## src/design/wcq_pkg.sv

```systemverilog
// ----------------------------------------------------------------------------
// wcq_pkg
// Shared widths, register indexes and mode codes for the coefficient quantizer.
// ----------------------------------------------------------------------------
package wcq_pkg;

  localparam int unsigned COEF_W    = 16;
  localparam int unsigned MAG_W     = 15;
  localparam int unsigned LEVEL_W   = 4;
  localparam int unsigned IN_DATA_W = 24;  // 20 payload bits padded to bytes
  localparam int unsigned CFG_IDX_W = 1;
  localparam int unsigned CFG_DAT_W = 4;

  typedef logic [COEF_W-1:0]    coef_t;
  typedef logic [LEVEL_W-1:0]   level_t;
  typedef logic [CFG_IDX_W-1:0] cfg_idx_t;

  typedef enum logic {
    QM_UNIFORM  = 1'b0,
    QM_DEADZONE = 1'b1
  } quant_mode_t;

  localparam cfg_idx_t CFG_IDX_TRUNC = 1'b0;
  localparam cfg_idx_t CFG_IDX_MODE  = 1'b1;

endpackage

```

## src/design/wcq_core.sv

```systemverilog
// ----------------------------------------------------------------------------
// wcq_core
// Combinational quantization of one sign-magnitude coefficient.
// ----------------------------------------------------------------------------
module wcq_core (
  input  wcq_pkg::coef_t       coef,
  input  wcq_pkg::level_t      gcli,
  input  wcq_pkg::level_t      gtli,
  input  wcq_pkg::quant_mode_t mode,
  output wcq_pkg::coef_t       quantized
);
  import wcq_pkg::*;

  logic [MAG_W-1:0]  mag;
  logic [4:0]        scale;
  logic [4:0]        down;
  logic [31:0]       mag32;
  logic [31:0]       shifted;
  logic [31:0]       sum;
  logic [31:0]       t;
  logic [COEF_W-1:0] q_uni;
  logic [COEF_W-1:0] q_dz;
  logic [COEF_W-1:0] q;
  logic              above;

  assign mag   = coef[MAG_W-1:0];
  assign above = gcli > gtli;
  assign scale = {1'b0, gcli} - {1'b0, gtli} + 5'd1;
  assign down  = {1'b0, gcli} + 5'd1;
  assign mag32 = {17'd0, mag};

  // m * (2^scale - 1) plus the rounding term, then dropped by gcli+1 planes
  assign shifted = mag32 << scale;
  assign sum     = shifted - mag32 + (32'd1 << gcli);
  assign t       = sum >> down;
  assign q_uni   = t[COEF_W-1:0] << gtli;
  assign q_dz    = ({1'b0, mag} >> gtli) << gtli;

  always_comb begin
    unique case (mode)
      QM_DEADZONE: q = q_dz;
      QM_UNIFORM:  q = q_uni;
      default:     q = q_uni;
    endcase
    if (!above) begin
      quantized = '0;
    end else if (q != '0) begin
      quantized = q | {coef[COEF_W-1], {(COEF_W-1){1'b0}}};
    end else begin
      quantized = '0;
    end
  end

endmodule

```

## src/design/wavelet_coefficient_quantizer.sv

```systemverilog
// ----------------------------------------------------------------------------
// wavelet_coefficient_quantizer
// Streaming quantizer for sign-magnitude wavelet coefficients.
// pipeline: input register (s1), then result register driving out_tdata
// throughput: one beat per cycle unless out_tready stalls; set by the single-pass datapath
// between the registers; such stalls propagate back through both stages without bubbles
// reset: synchronous active-low rst_n clears valid flags, gtli to 0, mode to uniform
// ----------------------------------------------------------------------------
module wavelet_coefficient_quantizer (
  input  logic                               clk,
  input  logic                               rst_n,
  // configuration
  input  logic                               cfg_we,
  input  wcq_pkg::cfg_idx_t                  cfg_index,
  input  logic [wcq_pkg::CFG_DAT_W-1:0]      cfg_wdata,
  // input stream
  input  logic                               in_tvalid,
  output logic                               in_tready,
  input  logic [wcq_pkg::IN_DATA_W-1:0]      in_tdata,   // coefficient[15:0], group_gcli[19:16]
  // result stream
  output logic                               out_tvalid,
  input  logic                               out_tready,
  output logic [wcq_pkg::COEF_W-1:0]         out_tdata   // quantized[15:0]
);
  import wcq_pkg::*;

  level_t      gtli_r;
  quant_mode_t mode_r;

  logic        s1_valid_r;
  coef_t       s1_coef_r;
  level_t      s1_gcli_r;
  logic        out_valid_r;
  coef_t       out_data_r;
  coef_t       quantized;
  logic        out_adv;
  logic        s1_adv;

  always_ff @(posedge clk) begin
    if (!rst_n) begin
      gtli_r <= '0;
      mode_r <= QM_UNIFORM;
    end else if (cfg_we) begin
      unique case (cfg_index)
        CFG_IDX_TRUNC: gtli_r <= cfg_wdata[LEVEL_W-1:0];
        CFG_IDX_MODE:  mode_r <= quant_mode_t'(cfg_wdata[0]);
        default: ;
      endcase
    end
  end

  assign out_adv   = !out_valid_r || out_tready;
  assign s1_adv    = !s1_valid_r || out_adv;
  assign in_tready = s1_adv;

  always_ff @(posedge clk) begin
    if (!rst_n) begin
      s1_valid_r <= 1'b0;
    end else if (s1_adv) begin
      s1_valid_r <= in_tvalid;
    end
  end

  always_ff @(posedge clk) begin
    if (s1_adv && in_tvalid) begin
      s1_coef_r <= in_tdata[COEF_W-1:0];
      s1_gcli_r <= in_tdata[COEF_W+LEVEL_W-1:COEF_W];
    end
  end

  wcq_core u_core (
    .coef      (s1_coef_r),
    .gcli      (s1_gcli_r),
    .gtli      (gtli_r),
    .mode      (mode_r),
    .quantized (quantized)
  );

  always_ff @(posedge clk) begin
    if (!rst_n) begin
      out_valid_r <= 1'b0;
    end else if (out_adv) begin
      out_valid_r <= s1_valid_r;
    end
  end

  always_ff @(posedge clk) begin
    if (out_adv && s1_valid_r) begin
      out_data_r <= quantized;
    end
  end

  assign out_tvalid = out_valid_r;
  assign out_tdata  = out_data_r;

endmodule

```

## config.mk

```make
export PLATFORM = sky130hd
export DESIGN_NAME = wavelet_coefficient_quantizer
export DESIGN_NICKNAME = d
export VERILOG_FILES = /design/src/design/wcq_pkg.sv /design/src/design/wcq_core.sv /design/src/design/wavelet_coefficient_quantizer.sv
export SDC_FILE = /design/constraint.sdc
export NUM_CORES = 1
export LEC_CHECK = 0
export BUFFER_PORTS_ARGS = -buffer_cell sky130_fd_sc_hd__buf_2
export CAP_MARGIN = 5
export CELL_PAD_IN_SITES_DETAIL_PLACEMENT = 1
export CELL_PAD_IN_SITES_GLOBAL_PLACEMENT = 1
export CORE_ASPECT_RATIO = 1.5
export CORE_UTILIZATION = 48
export CTS_BUF_LIST = sky130_fd_sc_hd__clkbuf_4
export CTS_CLUSTER_DIAMETER = 50
export DETAILED_ROUTE_END_ITERATION = 7
export PLACE_DENSITY = 0.89
export SLEW_MARGIN = 10
export SYNTH_ARGS = -nofsm -noshare
export SYNTH_HDL_FRONTEND = slang
export SYNTH_HIERARCHICAL = 1
export SYNTH_SLANG_ARGS = --single-unit
```

## constraint.sdc

```tcl
create_clock -name clk -period 10.35 [get_ports clk]
set_input_delay 2.07 -clock clk [delete_from_list [all_inputs] [get_ports clk]]
set_output_delay 2.07 -clock clk [all_outputs]
set_load 0.01 [all_outputs]
```

; ---- Word level (Yosys, flattened, before mapping)
; Cells that the tools add are included.
[word_totals]
output_inout_bits = 18
elab_cells = 33
ramBits = 0
mem_bits_ro = 0
mem_count = 0
ff_bits = 43
in_bits = 34
latch_bits = 0
[op_classes]
magnitude_cmp = 1
n_bitwise = 3
n_reduce_logical = 10
n_mul = 0
muxes = 1
n_addsub = 5
eq_ne = 0
div_mod_pow = 0
shift = 6
[op_table]
columns = operator, n
row1 = $add A32 B32 Y32, 1
row2 = $pmux W16 S2, 1
row3 = $shl A1 B4 Y32 const A, 1
row4 = $shl A15 B5 Y32, 1
row5 = $shl A16 B4 Y16, 2
row6 = $shr A32 B5 Y16, 1
row7 = $sub A32 B15 Y32, 1
row8 = $or A16 B16 Y16, 1
row9 = $reduce_bool A16 Y1, 1
row10 = $shr A15 B4 Y16, 1
row11 = $reduce_and A2 Y1, 3
row12 = $add A4 B1 Y5 const B, 1
row13 = $add A5 B1 Y5 const B, 1
row14 = $sub A4 B4 Y5, 1
row15 = $gt A4 B4 Y1, 1
row16 = $logic_and A1 B1 Y1, 2
row17 = $logic_not A1 Y1, 2
row18 = $logic_or A1 B1 Y1, 2
row19 = $not A1 Y1, 2

; ---- Depth between registers and ports, before layout
[logic_depth]
word_depth = 10
depth_mapped = 34
mapped_depth_nobuf = 29

; ---- Modules after synthesis
; Netlist, hierarchy kept.
[modules_own_cells]
columns = mod, cells_each, area_per_inst_um2, instances
row1 = wcq_core, 1220, 7921.3, 1
row2 = wavelet_coefficient_quantizer, 68, 1385.1, 1

; ---- Worst setup path after synthesis
; OpenSTA, ideal clock, no wires.
[synth_path]
path_type = flip-flop to flip-flop
startpoint = register gtli_r[0]
endpoint = register out_data_r[15], in the netlist out_tdata[15], data pin
t_required_ps = 10085
path_stages_with_launch = 33
slack_ps = 2180
n_path_buf = 6
synth_period_minus_slack_ps = 8170
arrival_time_ps = 7905
setup_time_ps = 265
path_cell_list = dfxtp_1 clkbuf_1 clkbuf_1 clkinv_1 clkbuf_1 ha_1 ha_1 clkbuf_1 buf_1 mux2i_1 mux2_2 o21ai_0 nor2_1 a21oi_1 nand2_1 fa_1 inv_1 ha_1 clkbuf_1 a21oi_1 o21ai_0 a31oi_1 a211oi_1 or4b_1 a2111oi_0 a311oi_1 o21ai_0 o21ai_1 mux2i_1 nand3_1 or4_1 o21ai_1 a31oi_1
[synth_via]
elab_chain_len = 10
word_cells_on_any_way = 14
cone_classes = add/sub (4) / order compare (1) / shift (5) / mux (1) / bitwise (1) / reduce/logical (2)
[synth_rtl]
columns = item, line
row1 = start: declaration, wavelet_coefficient_quantizer.sv:27  ; level_t gtli_r;
row2 = start signal: assignment, wavelet_coefficient_quantizer.sv:45  ; CFG_IDX_TRUNC: gtli_r <= cfg_wdata[LEVEL_W-1:0];
row3 = $sub A4 B4 Y5, wcq_core.sv:28  ; assign scale = {1'b0, gcli} - {1'b0, gtli} + 5'd1;
row4 = $add A5 B1 Y5, wcq_core.sv:28
row5 = $shl A15 B5 Y32, wcq_core.sv:33  ; assign shifted = mag32 << scale;
row6 = $sub A32 B15 Y32, wcq_core.sv:34  ; assign sum = shifted - mag32 + (32'd1 << gcli);
row7 = $add A32 B32 Y32, wcq_core.sv:34
row8 = $shr A32 B5 Y16, wcq_core.sv:35  ; assign t = sum >> down;
row9 = $shl A16 B4 Y16, wcq_core.sv:36  ; assign q_uni = t[COEF_W-1:0] << gtli;
row10 = $pmux W16 S2, wcq_core.sv:40  ; unique case (mode)
row11 = $reduce_bool A16 Y1, wcq_core.sv:47  ; end else if (q != '0) begin
row12 = $reduce_and A2 Y1 (no line), -
row13 = end signal: assignment, wavelet_coefficient_quantizer.sv:89  ; out_data_r <= quantized;
row14 = end: declaration, wavelet_coefficient_quantizer.sv:34  ; coef_t out_data_r;
; Parallel ways exist; a longest one is shown, timed or not.
; A chain may end at the register's enable or synchronous reset.

; ---- Final worst setup path
; Ends and elaborated chain as after synthesis.

==> flow_metrics.py <==
metrics = {
    "status": {
        "status": "finished, final reports clean",
    },
    "clock_network": {
        "cts-hold-fix-buffers": 0,
        "path_clk_slew_ns": 0.14,
        "cts_max_level": 2,
        "clock_latency_ns": 0.41,
        "cts-root-buf": "clkbuf_4",
        "cts_num_sinks": 43,
        "clockBufferDepth": 2,
        "cts_setup_buffers": 0,
        "numCtsBuffers": 5,
        "cts_tree": "built",
        "cts_resized": 0,
    },
    "logic_synthesis": {
        "syn_nets": 1380,
        "seq_area_frac_synth_pct": 13.12,
        "netlist_area_sq_um": 9306,
        "synth_seq_cells": 43,
        "synth_edf_count": 36,
        "synthArstFlopShare_pct": 0,
        "avgSynthCellArea_sq_um": 7.225,
        "ys.warnings.count": 6,
        "synthCells": 1288,
        "ys_types": 104,
        "synth_ff_type": "edfxtp_1",
    },
    "global_routing": {
        "grt_max_degree": 47,
        "grt_pass1_wl_mm": 67.43,
        "grt_antenna_before_repair": 4,
        "grt_pass1_vias": 11540,
        "grtUsageTotal_pct": 45.27,
        "gr-total-overflow": 0,
    },
    "drt": {
        "drt-wirelength-per-cell_um": 28.62,
        "num_vias": 11400,
        "drc_errors": 0,
        "viasPerCell": 7.417,
        "first_pass_iters": 7,
        "drtAntennaViolNets": 0,
        "routed_wl_mm": 43.99,
        "drt-initial-drc-count": 1139,
    },
    "worst_hold_path": {
        "hold_class": "flip-flop to flip-flop",
    },
    "pwr": {
        "p_sw_mw": 1.601,
        "power_mw": 2.643,
        "p_leak_nw": 3.997,
        "power.internal_mw": 1.041,
        "peakVddDrop_mv": 0.1697,
        "power_density_nw_per_um2": 269.5,
        "combPwrFrac_pct": 86.2,
        "swShare_pct": 60.60,
        "seqPwrFrac_pct": 8.5,
        "power_frac_clock_pct": 5.3,
    },
    "sta": {
        "slew_viol_final": 0,
        "fmax_ghz": 0.1047,
        "finalSetupTns_ns": 0,
        "hold_viol": 0,
        "slew_headroom_pct": 15.95,
        "skew_ns": 0.02428,
        "setup_slack_ns": 0.8023,
        "final-setup-viol-count": 0,
        "rsz0062_at_grt": "no",
        "period_needed_ns": 9.548,
        "period_share_pct": 92.25,
        "tightest_slew_ns": 1.258,
    },
    "critical_path": {
        "crit_type": "flip-flop to flip-flop",
        "worst_path_max_delay_cell": "nor3b_1",
        "required_ns": 10.47,
        "cpPeakStageDelay_ns": 0.97,
        "critPathMaxFanout": 20,
        "crit_path_start_kind": "flip-flop",
        "crit_arrival_ns": 9.67,
        "critPathTopFamily": "compound AO/OA/AOI/OAI gates",
        "cp_cell_sequence": "clkinv_1 -> ha_1 -> ha_1 -> mux2i_1 -> o21ai_0 -> mux2i_1 -> mux2i_1 -> nand2_1 -> fa_1 -> inv_1 -> ha_1 -> a21oi_1 -> o21ai_0 -> nor2_1 -> nand3_1 -> o211ai_1 -> a211oi_1 -> o211ai_1 -> o2bb2ai_1 -> nor3b_1 -> o211ai_1 -> nand3_1 -> and3_1 -> a31oi_1",
        "crit_path_end_kind": "flip-flop",
        "crit_buf_inv": 2,
    },
    "run": {
        "maxCapViolations": 0,
    },
    "final_layout": {
        "area_growth_pct": 5.364,
        "layout.cells.non_filler": 1537,
        "fin_nets": 1370,
        "final_common_cell": "nand2_1",
        "most-common-layout-cells": "nand2_1 (168), nor2_1 (114), a21oi_1 (99), inv_1 (74), o21ai_0 (60)",
        "final_area_sq_um": 9806,
        "final_layout_size_suffix_gt1_share_pct": 11.65,
    },
    "die": {
        "start_util_pct": 48.77,
        "row_count": 62,
        "die_w_um": 115.7,
        "die_h_um": 172.5,
        "die_area_sq_um": 19960,
        "coreArea_sq_um": 19080,
        "ios": 52,
    },
    "place": {
        "io_buffers": 47,
        "dp_slack_ns": 1.287,
        "place_inst": 1527,
        "place.gp.congestion": 1.043,
        "placed_area_sq_um": 9688,
        "dp_hpwl_mm": 33.53,
    },
}
## cell type report
cell class                 instances  area [sq um]
tap                              256         320.3
sequential                        43          1221
antenna                            2         5.005
inverter                          78         292.8
fill                            2480          9278
multi-input combinational       1080          7453
clock buffer                       6         45.04
timing repair buffer              70         407.9
clock inverter                     2         60.06
## synthesized netlist by cell type (all sizes together) (13+ instances only)
| library cell | n | area share (%) |
|---|---|---|
| edfxtp | 36 | 12 |
| a21oi | 102 | 5.6 |
| fa | 17 | 3.7 |
| buf | 19 | 1.0 |
| nand3 | 44 | 2.4 |
| inv | 76 | 3.1 |
| mux2 | 14 | 1.7 |
| nor2 | 114 | 4.6 |
| o21a | 22 | 1.8 |
| ha | 41 | 5.5 |
| nand2 | 168 | 6.8 |
| o22ai | 18 | 1.3 |
| a211oi | 25 | 2.3 |
| a31oi | 21 | 1.4 |
| o21ai | 67 | 3.7 |
| nor3 | 34 | 1.8 |
| and3 | 17 | 1.1 |
| nor4 | 17 | 1.4 |
| nand4 | 20 | 1.4 |
| a21o | 18 | 1.5 |
| or2 | 13 | 0.87 |
| o211ai | 23 | 1.9 |
| clkbuf | 68 | 2.7 |
| mux2i | 52 | 5.6 |
## worst min-delay path: stages, from the launching register on
cell	delay, ns
dfxtp_1	0.35
nand3b_1	0.11
a21boi_1	0.06
## metrics by stage
| stage | utilization [%] | hold slack, ns |
|---|---|---|
| 3_3_place_gp | 50.77 | 0.4988 |
| 2_1_floorplan | - | 0.4335 |
| 4_1_cts | 51.32 | 0.5436 |
| 6_report | 51.38 | 0.5541 |
| 5_1_grt | 51.37 | 0.5794 |
| 3_5_place_dp | 50.77 | 0.5244 |
## cells by family (layout without fill, tap and decap cells)
family,count (synthesis),in the layout,synth area share [%]
AND/OR/NAND/NOR,491,491,25.57
AO/OA/AOI/OAI,441,441,34.16
buffers and inverters,165,156,6.910
multiplexers,76,76,9.747
adder cells (fa/ha/maj),58,58,9.169
flip-flops,43,43,13.12
XOR/XNOR,14,14,1.318
other,0,2,0
## power by group through the flow
stage	combinational, mW	clock (mW)	sequential, mW
detailed placement	2.16	0	0.228
finish	2.28	0.139	0.225
global route	2.42	0.148	0.228
floorplan	1.53	0	0.227
global placement	2.09	0	0.226
CTS	2.17	0.140	0.225
## registers in the layout, indices dropped and copies added, names as in the netlist
signal      cells
gtli_r          4
out_tdata      16
s1_gcli_r       4
mode_r          1
out_tvalid      1
s1_valid_r      1
s1_coef_r      16
## worst paths after layout
kind,start,to,slack [ns],cells after the start
setup / recovery,gtli_r[0],out_tdata[15],0.80,24
hold / removal,out_tvalid,s1_valid_r,0.55,2
setup reg to reg,gtli_r[0],out_tdata[15],0.80,24
hold reg to reg,out_tvalid,s1_valid_r,0.55,2
## per-layer routing
metal  part of all wire (%)  GRT usage, %
met1                     33         45.06
met2                     47         72.46
met3                    8.7         15.39
met4                     11         42.36
met5                  0.064         1.026
Power figures use the tool's default switching activity.
